## src/sv/count_artifact_neighbor_fill_core_macros.svh

```systemverilog
// assertion macros for the count artifact neighbor fill core
`ifndef COUNT_ARTIFACT_NEIGHBOR_FILL_CORE_MACROS_SVH
`define COUNT_ARTIFACT_NEIGHBOR_FILL_CORE_MACROS_SVH

`ifndef NO_ASSERTIONS

`define CANF_ASSERT_SAME(label, clk, rst, ante, cons) \
   label: assert property (@(posedge clk) disable iff (rst) (ante) |-> (cons)) \
      else $error("same-cycle check failed");

`define CANF_ASSERT_NEXT(label, clk, rst, ante, cons) \
   label: assert property (@(posedge clk) disable iff (rst) (ante) |=> (cons)) \
      else $error("next-cycle check failed");

`else

`define CANF_ASSERT_SAME(label, clk, rst, ante, cons)

`define CANF_ASSERT_NEXT(label, clk, rst, ante, cons)

`endif

`endif

```

## src/sv/canf_pkg.sv

```systemverilog
// shared types and constants for the count artifact neighbor fill core
package canf_pkg;

   localparam int SAMPLE_BITS = 16;
   localparam int RUN_BITS = 24;
   localparam int THRESH_BITS = 16;
   localparam int CSR_INDEX_BITS = 1;
   localparam int CSR_DATA_BITS = 16;

   localparam logic [CSR_INDEX_BITS-1:0] CSR_THRESHOLD = 1'd0;
   localparam logic [CSR_INDEX_BITS-1:0] CSR_USE_CLASS = 1'd1;

   localparam logic [THRESH_BITS-1:0] THRESHOLD_RESET = 16'd10000;
   localparam logic [RUN_BITS-1:0] RUN_MAX = {RUN_BITS{1'b1}};

   typedef struct packed {
      logic [SAMPLE_BITS-1:0] count_value;
      logic [SAMPLE_BITS-1:0] class_value;
      logic                   series_end;
   } req_type;

   typedef struct packed {
      logic [SAMPLE_BITS-1:0] out_value;
      logic [RUN_BITS-1:0]    repeat_count;
      logic                   was_replaced;
      logic                   no_neighbor;
      logic                   run_overflowed;
      logic                   is_last;
   } rsp_type;

endpackage

```

## src/sv/count_artifact_neighbor_fill_core.sv

```systemverilog
// top level of the count artifact neighbor fill core
//
// Streams count samples and collapses each run of artifact samples (key at or above the
// threshold; key is the count value, or the class value if use-class is set) into one result
// carrying the rounded mean of the good neighbors and the run length. A request is taken
// every cycle while the queue holds fewer than two results: a good sample gives one result,
// a good sample that closes a run gives two, an artifact gives none until the run is flushed
// by a good sample or by the end of a series. Results go through a three-entry output queue
// read from its head register; one result leaves per cycle unless rsp_stall is high, and
// requests stall with two or more queued. Configuration writes take effect at the next request.
`include "count_artifact_neighbor_fill_core_macros.svh"

module count_artifact_neighbor_fill_core (
   input  logic                                       clock,
   input  logic                                       reset,
   input  logic                                       req_valid,
   output logic                                       req_stall,
   input  canf_pkg::req_type                          req_data,
   output logic                                       rsp_valid,
   input  logic                                       rsp_stall,
   output canf_pkg::rsp_type                          rsp_data,
   input  logic                                       csr_write,
   input  logic [canf_pkg::CSR_INDEX_BITS-1:0]        csr_index,
   input  logic [canf_pkg::CSR_DATA_BITS-1:0]         csr_wdata
);
   import canf_pkg::*;

   localparam int QUEUE_DEPTH = 3;

   logic [THRESH_BITS-1:0] threshold_ff, threshold_in;
   logic                   use_class_ff, use_class_in;

   logic [SAMPLE_BITS-1:0] prior_value_ff, prior_value_in;
   logic                   prior_valid_ff, prior_valid_in;
   logic [RUN_BITS-1:0]    run_ff, run_in;
   logic                   overflow_ff, overflow_in;

   rsp_type    slot_ff [QUEUE_DEPTH];
   rsp_type    slot_in [QUEUE_DEPTH];
   logic [1:0] count_ff, count_in;

   logic                   accept;
   logic                   pop;
   logic [SAMPLE_BITS-1:0] key;
   logic                   artifact;
   logic                   run_full;
   logic [RUN_BITS-1:0]    run_inc;
   logic                   overflow_inc;
   logic [SAMPLE_BITS:0]   pair_sum;
   logic [SAMPLE_BITS-1:0] mean_value;
   rsp_type                res0, res1;
   logic [1:0]             push_count;
   logic [1:0]             base_count;

   assign accept    = req_valid && !req_stall;
   assign rsp_valid = (count_ff != 2'd0);
   assign rsp_data  = slot_ff[0];
   assign pop       = rsp_valid && !rsp_stall;
   assign req_stall = (count_ff >= 2'd2);

   // configuration
   always_comb begin
      threshold_in = threshold_ff;
      use_class_in = use_class_ff;
      if (csr_write) begin
         case (csr_index)
            CSR_THRESHOLD: threshold_in = csr_wdata[THRESH_BITS-1:0];
            CSR_USE_CLASS: use_class_in = csr_wdata[0];
            default: ;
         endcase
      end
   end

   // classification and run bookkeeping
   assign key          = use_class_ff ? req_data.class_value : req_data.count_value;
   assign artifact     = (key >= threshold_ff);
   assign run_full     = (run_ff == RUN_MAX);
   assign run_inc      = run_full ? run_ff : run_ff + RUN_BITS'(1);
   assign overflow_inc = overflow_ff || run_full;
   assign pair_sum     = {1'b0, prior_value_ff} + {1'b0, req_data.count_value}
                         + (SAMPLE_BITS+1)'(1);
   assign mean_value   = prior_valid_ff ? pair_sum[SAMPLE_BITS:1] : req_data.count_value;

   always_comb begin
      prior_value_in = prior_value_ff;
      prior_valid_in = prior_valid_ff;
      run_in         = run_ff;
      overflow_in    = overflow_ff;
      push_count     = 2'd0;
      res0           = '0;
      res1           = '0;
      if (accept) begin
         if (artifact) begin
            run_in      = run_inc;
            overflow_in = overflow_inc;
            if (req_data.series_end) begin
               push_count          = 2'd1;
               res0.out_value      = prior_valid_ff ? prior_value_ff : '0;
               res0.repeat_count   = run_inc;
               res0.was_replaced   = 1'b1;
               res0.no_neighbor    = !prior_valid_ff;
               res0.run_overflowed = overflow_inc;
               res0.is_last        = 1'b1;
            end
         end else begin
            prior_value_in = req_data.count_value;
            prior_valid_in = 1'b1;
            run_in         = '0;
            overflow_in    = 1'b0;
            if (run_ff != '0) begin
               push_count          = 2'd2;
               res0.out_value      = mean_value;
               res0.repeat_count   = run_ff;
               res0.was_replaced   = 1'b1;
               res0.run_overflowed = overflow_ff;
               res1.out_value      = req_data.count_value;
               res1.repeat_count   = RUN_BITS'(1);
               res1.is_last        = req_data.series_end;
            end else begin
               push_count        = 2'd1;
               res0.out_value    = req_data.count_value;
               res0.repeat_count = RUN_BITS'(1);
               res0.is_last      = req_data.series_end;
            end
         end
         if (req_data.series_end) begin
            prior_value_in = '0;
            prior_valid_in = 1'b0;
            run_in         = '0;
            overflow_in    = 1'b0;
         end
      end
   end

   // output queue, head is the result register
   always_comb begin
      base_count = count_ff - {1'b0, pop};
      for (int i = 0; i < QUEUE_DEPTH; i++) begin
         if (pop && (i < QUEUE_DEPTH - 1)) begin
            slot_in[i] = slot_ff[(i + 1) % QUEUE_DEPTH];
         end else begin
            slot_in[i] = slot_ff[i];
         end
         if ((push_count != 2'd0) && (base_count == 2'(i))) begin
            slot_in[i] = res0;
         end
         if ((push_count == 2'd2) && (2'(base_count + 2'd1) == 2'(i))) begin
            slot_in[i] = res1;
         end
      end
      count_in = base_count + push_count;
   end

   always_ff @(posedge clock) begin
      if (reset) begin
         threshold_ff   <= THRESHOLD_RESET;
         use_class_ff   <= 1'b0;
         prior_value_ff <= '0;
         prior_valid_ff <= 1'b0;
         run_ff         <= '0;
         overflow_ff    <= 1'b0;
         count_ff       <= 2'd0;
      end else begin
         threshold_ff   <= threshold_in;
         use_class_ff   <= use_class_in;
         prior_value_ff <= prior_value_in;
         prior_valid_ff <= prior_valid_in;
         run_ff         <= run_in;
         overflow_ff    <= overflow_in;
         count_ff       <= count_in;
      end
   end

   always_ff @(posedge clock) begin
      for (int i = 0; i < QUEUE_DEPTH; i++) begin
         slot_ff[i] <= slot_in[i];
      end
   end

   // checks
   `CANF_ASSERT_SAME(a_room_on_accept, clock, reset, accept, count_ff <= 2'd1)
   `CANF_ASSERT_NEXT(a_drain_one, clock, reset, pop && !accept, count_ff == $past(count_ff) - 2'd1)
   `CANF_ASSERT_NEXT(a_series_clears, clock, reset, accept && req_data.series_end, run_ff == '0 && !prior_valid_ff && !overflow_ff)
   `CANF_ASSERT_SAME(a_lonely_zero, clock, reset, rsp_valid && rsp_data.no_neighbor, rsp_data.out_value == '0 && rsp_data.was_replaced)
   `CANF_ASSERT_SAME(a_overflow_full, clock, reset, overflow_ff, run_ff == RUN_MAX)

endmodule
```

## config.mk

```make
export PLATFORM = sky130hd
export DESIGN_NAME = count_artifact_neighbor_fill_core
export DESIGN_NICKNAME = d
export VERILOG_FILES = /design/src/sv/canf_pkg.sv /design/src/sv/count_artifact_neighbor_fill_core.sv
export VERILOG_INCLUDE_DIRS = /design/src /design/src/sv
export SDC_FILE = /design/constraint.sdc
export NUM_CORES = 1
export LEC_CHECK = 0
export CORE_UTILIZATION = 50
export DETAILED_ROUTE_END_ITERATION = 8
export DONT_BUFFER_PORTS = 1
export PLACE_DENSITY = 0.73
export SETUP_SLACK_MARGIN = 0.5
export SLEW_MARGIN = 20
export SYNTH_ARGS = -nofsm -noshare
export SYNTH_HDL_FRONTEND = slang
export SYNTH_SLANG_ARGS = --single-unit
```

## constraint.sdc

```tcl
create_clock -name clock -period 7.93 [get_ports clock]
set_clock_uncertainty 0.1 [all_clocks]
set_input_delay 1.1895 -clock clock [delete_from_list [all_inputs] [get_ports clock]]
set_output_delay 1.1895 -clock clock [all_outputs]
set_load 0.02 [all_outputs]
```

==> flow_metrics.env, run 1 <==
export IMPL_numPortBuffers=0
export IMPL_fp_dieH_um=154
export IMPL_netlist_instances=1413
export IMPL_required_ns=7.91
export IMPL_seq_power_share_pct=44.4
export IMPL_dp_hpwl_um=21300
export IMPL_cts_buffer_depth=2
export IMPL_critPathKind="reg -> reg"
export IMPL_cts_tree="done"
export IMPL_combPwrFrac_pct=30.1
export IMPL_end_kind="register"
export IMPL_yosys_most_used_dff="dfxtp_1"
export IMPL_cts_resized_gates=0
export IMPL_ios=101
export IMPL_ys_ff_latch=193
export IMPL_busiest_layer="met2"
export IMPL_drt_wl_total_um=31600
export IMPL_cts_root_buf="clkbuf_16"
export IMPL_crit_path_start_kind="register"
export IMPL_cts_max_level=4
export IMPL_hold_viol=0
export IMPL_status="completed"
export IMPL_powerDensity_nw_per_um2=307
export IMPL_syn_area_um2=11600
export IMPL_clkTransAtPathRegs_ns=0.08
export IMPL_setup_tns_ns=0
export IMPL_wl_per_cell_um=19.7
export IMPL_synth_distinct_cells=82
export IMPL_cp_max_fo=53
export IMPL_gr_total_overflow=0
export IMPL_first_iter_violations=1297
export IMPL_grt_max_degree=62
export IMPL_ys_async_sr_fraction_pct=0
export IMPL_final_common_cell="nor2_1"
export IMPL_ir_drop_mv=0.198
export IMPL_p_clk_share_pct=25.5
export IMPL_yosysSeqAreaShare_pct=38.1
export IMPL_grt_setup_unrepaired="false"
export IMPL_fmax_ghz=0.187
export IMPL_sw_frac_of_total_pct=40.5
export IMPL_worst_slew_pin_slew_ns=1.14
export IMPL_post_route_drc_count=0
export IMPL_hold_buffers=0
export IMPL_place_area_um2=11300
export IMPL_cap_viol_max_count=0
export IMPL_switchingPower_mw=1.49
export IMPL_synth_edf_count=54
export IMPL_period_share_pct=67.5
export IMPL_post_cts_buffers=0
export IMPL_intPower_mw=2.19
export IMPL_finalSetupViolCount=0
export IMPL_total_power_mw=3.67
export IMPL_num_fill_cells=2064
export IMPL_ant_nets=0
export IMPL_critPathArrivalTime_ns=5.34
export IMPL_synth_nets=1504
export IMPL_fp_row_count=55
export IMPL_grtUsageMet2_pct=39.8
export IMPL_die_area_um2=23700
export IMPL_leakage_nw=4.39
export IMPL_grt_pass1_vias=9057
export IMPL_grt_usage_pct=26.4
export IMPL_slowest_delay_ns=0.65
export IMPL_core_area_um2=22600
export IMPL_cp_cell_sequence="or2_2, nand2b_2, buf_4, inv_2, ha_1, xnor2_1, and2_1, nand2_1, nor3_4, nor2_4, inv_1"
export IMPL_final_nets=1403
export IMPL_cts_buffers=17
export IMPL_route_vias_total=10300
export IMPL_syn2layout_area_growth_pct=3.65
export IMPL_antenna_found_initial=1
export IMPL_avgViaCountPerCell=6.41
export IMPL_fin_crit_ns=5.36
export IMPL_grt_use_met1_pct=37.5
export IMPL_hp_class="reg -> reg"
export IMPL_ys_warn_count=0
export IMPL_final_core_utilization_pct=52.9
export IMPL_cts_sinks=193
export IMPL_grt_pass1_wl_um=49600
export IMPL_layout_common_cells="189 x nor2_1, 151 x nand2_1, 146 x a21oi_1"
export IMPL_routabilityCongestion=0.906
export IMPL_critical_path_slowest_cell="inv_1"
export IMPL_timing_slew_headroom_pct=24.0
export IMPL_clock_latency_ns=0.46
export IMPL_drtPass1Iterations=8
export IMPL_fp_dieW_um=154
export IMPL_drive_gt1_share_pct=8.83
export IMPL_use_met3_pct=5.95
export IMPL_slew_violations=0
export IMPL_final_area_um2=12000
export IMPL_syn_area_per_cell_um2=8.18
export IMPL_antenna_cells=0
export IMPL_initial_core_util_pct=51.0
==> registers in the layout, summed over array words and instances, names as in the netlist <==
name            cells
prior_value_ff     16
use_class_ff        1
run_ff             24
slot_ff           132
prior_valid_ff      1
threshold_ff       16
overflow_ff         1
count_ff            2
==> critical path, delay by kind of cell, from the launching register on <==
kind          cells  cell delay, ns
fa+ha+maj         1            0.38
simple gates      6            1.86
buf+inv           3            1.64
xor+xnor          1            0.54
flops             1            0.44
==> layout make-up <==
| class | instances | area [µm²] | area share, % |
|---|---|---|---|
| Multi-Input combinational cell | 1045 | 6250 | 52.2 |
| Clock buffer | 17 | 425 | 3.55 |
| Sequential cell | 193 | 4400 | 36.8 |
| Clock inverter | 15 | 228 | 1.90 |
| Timing Repair Buffer | 20 | 178 | 1.48 |
| Inverter | 35 | 131 | 1.10 |
| Tap cell | 285 | 357 | 2.98 |
==> power groups by stage <==
stage	combinational, mW	sequential [mW]	clock, mW
detailed placement	1.06	1.66	0
global route	1.24	1.66	0.983
finish	1.11	1.63	0.937
CTS	1.07	1.64	0.945
global placement	1.03	1.66	0
floorplan	1.19	1.43	0
==> per-layer routing <==
metal / vias to the layer above / part of all wire, % / routed length (µm)
li1: 4869 / - / -
met1: 4840 / 44 / 13900
met2: 543 / 44 / 13800
met3: 59 / 10 / 3280
met4: 2 / 2.2 / 682
met5: - / 0.041 / 13
==> logic make-up (layout without fill, tap and decap cells) <==
logic type | count (synthesis) | count (layout) | synth area share [%]
AO/OA/AOI/OAI | 447 | 447 | 25.6
multiplexers | 23 | 23 | 2.16
XOR/XNOR | 10 | 10 | 0.758
adder cells (fa/ha/maj) | 36 | 36 | 3.96
AND/OR/NAND/NOR | 529 | 529 | 21.2
buffers and inverters | 175 | 87 | 8.22
flip-flops | 193 | 193 | 38.1
==> worst paths after layout <==
kind | from | to | slack (ns) | depth (start not counted)
worst max-delay path | count_ff[1] | slot_ff[0][128] | 2.57 | 11
worst min-delay path | threshold_ff[2] | threshold_ff[2] | 0.35 | 2
worst max register to register | count_ff[1] | slot_ff[0][128] | 2.57 | 11
worst min register to register | threshold_ff[2] | threshold_ff[2] | 0.35 | 2
==> stage by stage <==
step	cells	worst slack, ns	hold slack, ns
after floorplan	1413	3.68	0.332
after global placement	1576	2.01	0.338
after detailed placement	1576	2.00	0.342
after CTS	1608	2.30	0.353
after global routing	1610	2.26	0.366
final	1610	2.57	0.350
==> cell usage after synthesis (5+ instances only) <==
library cell / n / area share, %
a21oi_1: 146 / 6.3
o31ai_1: 6 / 0.39
o2bb2ai_1: 23 / 1.7
nor2b_1: 6 / 0.32
o21a_1: 10 / 0.65
and3_1: 20 / 1.1
xor2_1: 5 / 0.38
mux2_2: 15 / 1.5
nand2_1: 151 / 4.9
nor3_1: 25 / 1.1
o21ai_1: 14 / 0.61
a211oi_2: 5 / 0.54
mux2i_1: 8 / 0.69
edfxtp_1: 54 / 14
o21ai_0: 93 / 4.0
and2_1: 11 / 0.60
a31oi_1: 17 / 0.92
o211ai_1: 13 / 0.84
a21o_1: 9 / 0.58
a211o_1: 10 / 0.76
ha_1: 35 / 3.8
a211oi_1: 9 / 0.58
buf_6: 8 / 0.78
inv_1: 34 / 1.1
a21oi_2: 8 / 0.61
a2bb2oi_1: 5 / 0.38
or3_1: 12 / 0.65
nand2b_1: 16 / 0.87
xnor2_1: 5 / 0.38
a22o_1: 5 / 0.38
dfxtp_1: 139 / 24
clkbuf_1: 47 / 1.5
a22oi_1: 23 / 1.5
nor4_1: 11 / 0.60
nor2_1: 191 / 6.2
and4_1: 10 / 0.76
nand3_1: 40 / 1.7
buf_4: 51 / 3.3
o211a_1: 5 / 0.43
buf_2: 32 / 1.4
nand4_1: 15 / 0.81
No activity file was read; power rests on OpenSTA's default activity.
==> inputs of run 2 (changes only) <==
--- a/config.mk
+++ b/config.mk
@@ -6,6 +6,7 @@
 export SDC_FILE = /design/constraint.sdc
 export NUM_CORES = 1
 export LEC_CHECK = 0
+export ABC_AREA = 1
 export CORE_UTILIZATION = 50
 export DETAILED_ROUTE_END_ITERATION = 8
 export DONT_BUFFER_PORTS = 1
==> constraint.sdc (replaced) <==
create_clock -name clock -period 5.6 [get_ports clock]
set_clock_uncertainty 0.1 [all_clocks]
set_input_delay 0.84 -clock clock [delete_from_list [all_inputs] [get_ports clock]]
set_output_delay 0.84 -clock clock [all_outputs]
set_load 0.02 [all_outputs]
==> flow_metrics.env, run 2 <==
export IMPL_status="completed"
export IMPL_grt_setup_unrepaired="false"
export IMPL_yosysTopAreaCell="dfxtp_1"
export IMPL_combPwrFrac_pct=35.8
export IMPL_place_inst=2078
export IMPL_ys_async_sr_fraction_pct=0
export IMPL_cts_buffers=17
export IMPL_reg2reg_from="use_class_ff"
export IMPL_setup_slack_ns=1.51
export IMPL_timing_slew_headroom_pct=24.5
export IMPL_cts_resized_gates=0
export IMPL_drt_wl_total_um=33900
export IMPL_place_area_um2=12100
export IMPL_worstRegToRegCells=14
export IMPL_antenna_found_initial=1
export IMPL_grt_usage_pct=26.9
export IMPL_fp_row_count=57
export IMPL_end_kind="register"
export IMPL_fp_dieW_um=159
export IMPL_reg_top3="slot_ff x132, run_ff x24"
export IMPL_yosysSeqAreaShare_pct=35.7
export IMPL_yosys_most_used_dff="dfxtp_1"
export IMPL_synthDominantCellAreaShare_pct=22.6
export IMPL_p_clk_share_pct=22.1
export IMPL_layout_common_cells="658 x nand2_1, 222 x nand3_1, 198 x inv_1"
export IMPL_hold_buffers=0
export IMPL_cap_viol_max_count=0
export IMPL_initial_core_util_pct=50.8
export IMPL_hp_class="reg -> reg"
export IMPL_synth_compound_area_share_pct=11.3
export IMPL_fmax_ghz=0.244
export IMPL_cts_root_buf="clkbuf_16"
export IMPL_synth_xor_area_share_pct=0.639
export IMPL_post_route_drc_count=0
export IMPL_cts_tree="done"
export IMPL_period_share_pct=73.1
export IMPL_core_area_um2=24200
export IMPL_numPortBuffers=0
export IMPL_critPathKind="reg -> reg"
export IMPL_synth_most_common_cell="nand2_1"
export IMPL_grt_max_degree=58
export IMPL_syn_area_um2=12300
export IMPL_final_core_utilization_pct=52.3
export IMPL_hold_viol=0
export IMPL_synthTopCellsByArea="dfxtp_1 23%, nand2_1 20%, edfxtp_1 13%"
export IMPL_top_register="slot_ff"
export IMPL_grt_pass1_vias=10400
export IMPL_leakage_nw=5.70
export IMPL_ir_drop_mv=0.353
export IMPL_wl_per_cell_um=16.1
export IMPL_endpoint="slot_ff[0][36]"
export IMPL_synth_adder_area_share_pct=3.71
export IMPL_dp_hpwl_um=24300
export IMPL_route_vias_total=11600
export IMPL_gr_total_overflow=0
export IMPL_clock_latency_ns=0.45
export IMPL_first_iter_violations=1262
export IMPL_crit_path_start_kind="register"
export IMPL_final_area_um2=12700
export IMPL_grt_pass1_wl_um=54800
export IMPL_avgViaCountPerCell=5.50
export IMPL_cts_max_level=4
export IMPL_cts_buffer_depth=2
export IMPL_cts_sinks=193
export IMPL_synth_nets=1967
export IMPL_required_ns=5.59
export IMPL_ys_warn_count=0
export IMPL_final_common_cell="nand2_1"
export IMPL_syn_area_per_cell_um2=6.57
export IMPL_cp_max_fo=46
export IMPL_fin_crit_ns=4.09
export IMPL_ant_nets=0
export IMPL_synth_commonest_cells="660 x nand2_1, 222 x nand3_1, 198 x inv_1"
export IMPL_intPower_mw=3.22
export IMPL_sw_frac_of_total_pct=42.8
export IMPL_seq_power_share_pct=42.0
export IMPL_largest_reg_flops=132
export IMPL_post_cts_buffers=0
export IMPL_ys_ff_latch=193
export IMPL_critPathArrivalTime_ns=4.09
export IMPL_r2r_end="slot_ff[0][36]"
export IMPL_regToRegSetupSlack_ns=1.51
export IMPL_num_fill_cells=2424
export IMPL_finalSetupViolCount=0
export IMPL_synth_edf_count=54
export IMPL_die_area_um2=25300
export IMPL_routabilityCongestion=0.987
export IMPL_slew_violations=0
export IMPL_powerDensity_nw_per_um2=444
export IMPL_netlist_instances=1876
export IMPL_synth_distinct_cells=44
export IMPL_synth_top_family_by_area="simple AND/OR/NAND/NOR gates"
export IMPL_drive_gt1_share_pct=5.38
export IMPL_synthMuxAreaShare_pct=0.173
export IMPL_switchingPower_mw=2.42
export IMPL_synthSimpleGateAreaFrac_pct=35.6
export IMPL_drtPass1Iterations=6
export IMPL_worstSetupStartpoint="use_class_ff"
export IMPL_syn2layout_area_growth_pct=2.89
export IMPL_final_nets=1864
export IMPL_dp_slack_ns=1.49
export IMPL_fp_dieH_um=159
export IMPL_worst_slew_pin_slew_ns=1.13
export IMPL_ios=101
export IMPL_final_cells=2111
export IMPL_setup_tns_ns=0
export IMPL_clkTransAtPathRegs_ns=0.08
-- run 2: stage by stage --
stage	power, mW	hold slack, ns
after floorplan	4.17	0.326
after global placement	4.35	0.336
after detailed placement	4.40	0.339
after CTS	5.65	0.352
after global routing	6.04	0.348
final	5.64	0.352
-- run 2: cell families after synthesis --
family | count (synthesis)
mux | 2
xor+xnor | 9
flops | 193
simple gates | 1031
compound gates | 259
buf+inv | 346
fa+ha+maj | 36
-- run 2: cell type report --
cell class,instances,area [µm²],area share [%]
diodes,1,2.50,0.0197
well taps,324,405,3.20
inverters,209,785,6.18
repair buffers,15,125,0.986
clock inverters,14,158,1.24
multi-input cells,1337,6360,50.1
flip-flops and latches,193,4400,34.7
clock buffers,18,450,3.55
-- run 2: routing by layer --
layer / up-vias / track usage [%] / part of all wire, %
met4: 0 / 8.57 / 1.6
met1: 5322 / 38.7 / 46
met3: 46 / 4.79 / 9.2
met5: - / 0 / 0
met2: 472 / 40.7 / 44
li1: 5768 / - / -
-- run 2: how the worst min path moves through the flow --
stage	startpoint	end	cells past startpoint
after floorplan	slot_ff[0][60]	slot_ff[0][60]	2
after global placement	slot_ff[0][70]	slot_ff[0][70]	2
after detailed placement	slot_ff[0][70]	slot_ff[0][70]	2
after CTS	reset	prior_value_ff[3]	1
after global routing	reset	run_ff[13]	1
final	slot_ff[0][70]	slot_ff[0][70]	2
-- run 2: worst max-delay path, stage by stage (launching register included) --
cell     delay (ns)
dfxtp_1        0.73
buf_4          0.28
o21ai_0        0.10
ha_1           0.30
nand2_1        0.07
inv_2          0.05
nand3_1        0.10
nor3_4         0.21
nand2_2        0.12
nand3_4        0.13
nand2_4        0.10
nand2_4        0.37
nand2_1        0.16
nor2_4         0.46
inv_1          0.45
-- run 2: power by group through the flow --
stage | logic, mW | registers [mW] | clock network, mW
3_3_place_gp | 1.96 | 2.39 | 0
5_1_grt | 2.31 | 2.42 | 1.32
3_5_place_dp | 2.00 | 2.40 | 0
6_report | 2.02 | 2.37 | 1.25
2_1_floorplan | 2.05 | 2.12 | 0
4_1_cts | 2.01 | 2.37 | 1.26
==> inputs of run 3 (changes only) <==
--- a/config.mk
+++ b/config.mk
@@ -6,11 +6,11 @@
 export SDC_FILE = /design/constraint.sdc
 export NUM_CORES = 1
 export LEC_CHECK = 0
-export ABC_AREA = 1
+export ABC_AREA = 0
 export CORE_UTILIZATION = 50
 export DETAILED_ROUTE_END_ITERATION = 8
 export DONT_BUFFER_PORTS = 1
-export PLACE_DENSITY = 0.73
+export PLACE_DENSITY = 0.76
 export SETUP_SLACK_MARGIN = 0.5
 export SLEW_MARGIN = 20
 export SYNTH_ARGS = -nofsm -noshare
==> constraint.sdc (replaced) <==
create_clock -name clock -period 3.3 [get_ports clock]
set_clock_uncertainty 0.1 [all_clocks]
set_input_delay 0.495 -clock clock [delete_from_list [all_inputs] [get_ports clock]]
set_output_delay 0.495 -clock clock [all_outputs]
set_load 0.02 [all_outputs]
==> flow_metrics.env, run 3 (same netlist as run 1, synthesis figures left out) <==
export IMPL_status="finished, violations left"
export IMPL_failed_checks="negative setup slack"
export IMPL_worst_slew_pin_slew_ns=0.780
export IMPL_slew_violations=0
export IMPL_syn2layout_area_growth_pct=33.6
export IMPL_final_common_cell="nor2_1"
export IMPL_largest_reg_flops=132
export IMPL_ir_drop_mv=0.405
export IMPL_critical_path_slowest_cell="or3b_4"
export IMPL_required_ns=3.37
export IMPL_reg_top3="slot_ff x132, run_ff x24"
export IMPL_fmax_ghz=0.296
export IMPL_initial_core_util_pct=51.0
export IMPL_cp_cell_sequence="buf_12, buf_4, nand2_1, o21ai_0, ha_1, and2_4, or3b_4, o31a_4, a21oi_4, buf_12, buf_12, a211oi_2, a31oi_1, buf_4, o32ai_1"
export IMPL_total_power_mw=11.2
export IMPL_leakage_nw=5.74
export IMPL_avgViaCountPerCell=6.86
export IMPL_wl_per_cell_um=24.6
export IMPL_path_buf_inv=5
export IMPL_drt_wl_total_um=43400
export IMPL_gr_total_overflow=0
export IMPL_dp_hpwl_um=23400
export IMPL_antenna_cells=0
export IMPL_critPathArrivalTime_ns=3.45
export IMPL_cp_common_cell="buf_12"
export IMPL_sw_frac_of_total_pct=41.7
export IMPL_fin_crit_ns=3.38
export IMPL_grt_pass1_vias=10800
export IMPL_cp_max_fo=11
export IMPL_switchingPower_mw=4.66
export IMPL_numPortBuffers=0
export IMPL_period_share_pct=103
export IMPL_die_area_um2=23700
export IMPL_cts_sinks=193
export IMPL_hp_class="in -> reg"
export IMPL_crit_path_start_kind="register"
export IMPL_fp_dieW_um=154
export IMPL_route_vias_total=12100
export IMPL_finalSetupViolCount=56
export IMPL_ios=101
export IMPL_seq_power_share_pct=35.2
export IMPL_first_iter_violations=2034
export IMPL_routabilityCongestion=0.924
export IMPL_grt_pass1_wl_um=58900
export IMPL_cts_buffer_depth=2
export IMPL_ant_nets=0
export IMPL_combPwrFrac_pct=44.6
export IMPL_cts_root_buf="clkbuf_16"
export IMPL_setup_slack_ns=-0.0838
export IMPL_final_nets=1558
export IMPL_clkTransAtPathRegs_ns=0.08
export IMPL_p_clk_share_pct=20.2
export IMPL_post_route_drc_count=0
export IMPL_grt_max_degree=60
export IMPL_grt_setup_unrepaired="true"
export IMPL_timing_slew_headroom_pct=47.6
export IMPL_powerDensity_nw_per_um2=724
export IMPL_grt_usage_pct=31.5
export IMPL_hold_viol=0
export IMPL_end_kind="register"
export IMPL_cap_viol_max_count=0
export IMPL_layout_common_cells="181 x nor2_1, 144 x nand2_1, 138 x dfxtp_1"
export IMPL_core_area_um2=22600
export IMPL_antenna_found_initial=0
export IMPL_cts_max_level=4
export IMPL_top_register="slot_ff"
export IMPL_cts_tree="done"
export IMPL_intPower_mw=6.51
export IMPL_drive_gt1_share_pct=32.3
export IMPL_fp_dieH_um=154
export IMPL_fp_row_count=55
export IMPL_clock_latency_ns=0.46
export IMPL_drtPass1Iterations=7
export IMPL_final_core_utilization_pct=68.2
export IMPL_cts_buffers=17
export IMPL_critPathKind="reg -> reg"
export IMPL_slowest_delay_ns=0.39
export IMPL_path_delay_family="compound AO/OA/AOI/OAI gates"
run 3: changes by cell type in the layout (fill, tap and decap cells not counted), moves of 21 or more:
| cell | delta |
|---|---|
| nand3_1 | -192 |
| buf_6 | +44 |
| o21ai_0 | -59 |
| a21oi_1 | -26 |
| a21oi_2 | +55 |
| nor2_1 | +96 |
| buf_4 | +65 |
| nand2_1 | -514 |
| buf_12 | +21 |
| o21ai_2 | +22 |
| inv_1 | -165 |
| o21ai_1 | +22 |
run 3: layer usage:
metal  routed length [µm]  vias to the layer above  track usage, %
met5                    0                        -               0
met4                 2370                        0            11.6
met3                 5450                      251            6.88
met2                19700                      972            50.2
met1                15900                     5690            41.7
li1                     -                     5197               -
run 3: worst paths after layout:
check | start | endpoint | slack (ns) | depth (start not counted)
min reg2reg | threshold_ff[6] | threshold_ff[6] | 0.35 | 2
max | use_class_ff | slot_ff[0][123] | -0.08 | 15
min | reset | threshold_ff[15] | 0.01 | 1
max reg2reg | use_class_ff | slot_ff[0][123] | -0.08 | 15
run 3: through the flow:
| stage | hold WS (ns) | setup slack [ns] | cell area (µm²) | TNS (ns) | std cells |
|---|---|---|---|---|---|
| 5_1_grt | 0.00144 | -0.170 | 15400 | -12.29 | 1765 |
| 4_1_cts | 0.00250 | -0.0538 | 14100 | -2.48 | 1736 |
| 3_3_place_gp | 0.338 | -0.180 | 12200 | -6.51 | 1656 |
| 6_report | 0.0119 | -0.0838 | 15400 | -1.22 | 1765 |
| 2_1_floorplan | 0.332 | -0.0216 | 11800 | -0.402 | 1413 |
| 3_5_place_dp | 0.340 | -0.227 | 12200 | -14.75 | 1656 |
run 3: cell type report:
type                       count  area, µm²
multi-input combinational   1047       7770
fill                        1469       7200
sequential                   193       4410
timing repair buffer         173       2120
clock buffer                  18        450
tap                          285        357
clock inverter                14        191
inverter                      35        135
run 3: power by group through the flow:
stage	Sequential (mW)	Clock, mW	Combinational, mW
2_1_floorplan	3.44	0	2.95
3_3_place_gp	3.92	0	2.92
3_5_place_dp	3.94	0	3.02
4_1_cts	3.89	2.23	3.96
5_1_grt	3.98	2.34	5.24
6_report	3.93	2.25	4.99
run 3: repair_timing:
action                                  CTS  global route
endpoints found under the setup margin  230           230
buffers inserted                         35            19
hold buffers                              1             1
pin swaps                                46            48
gates cloned                             12             9
gates resized for setup                 180           201
endpoints found under the hold margin     3             4
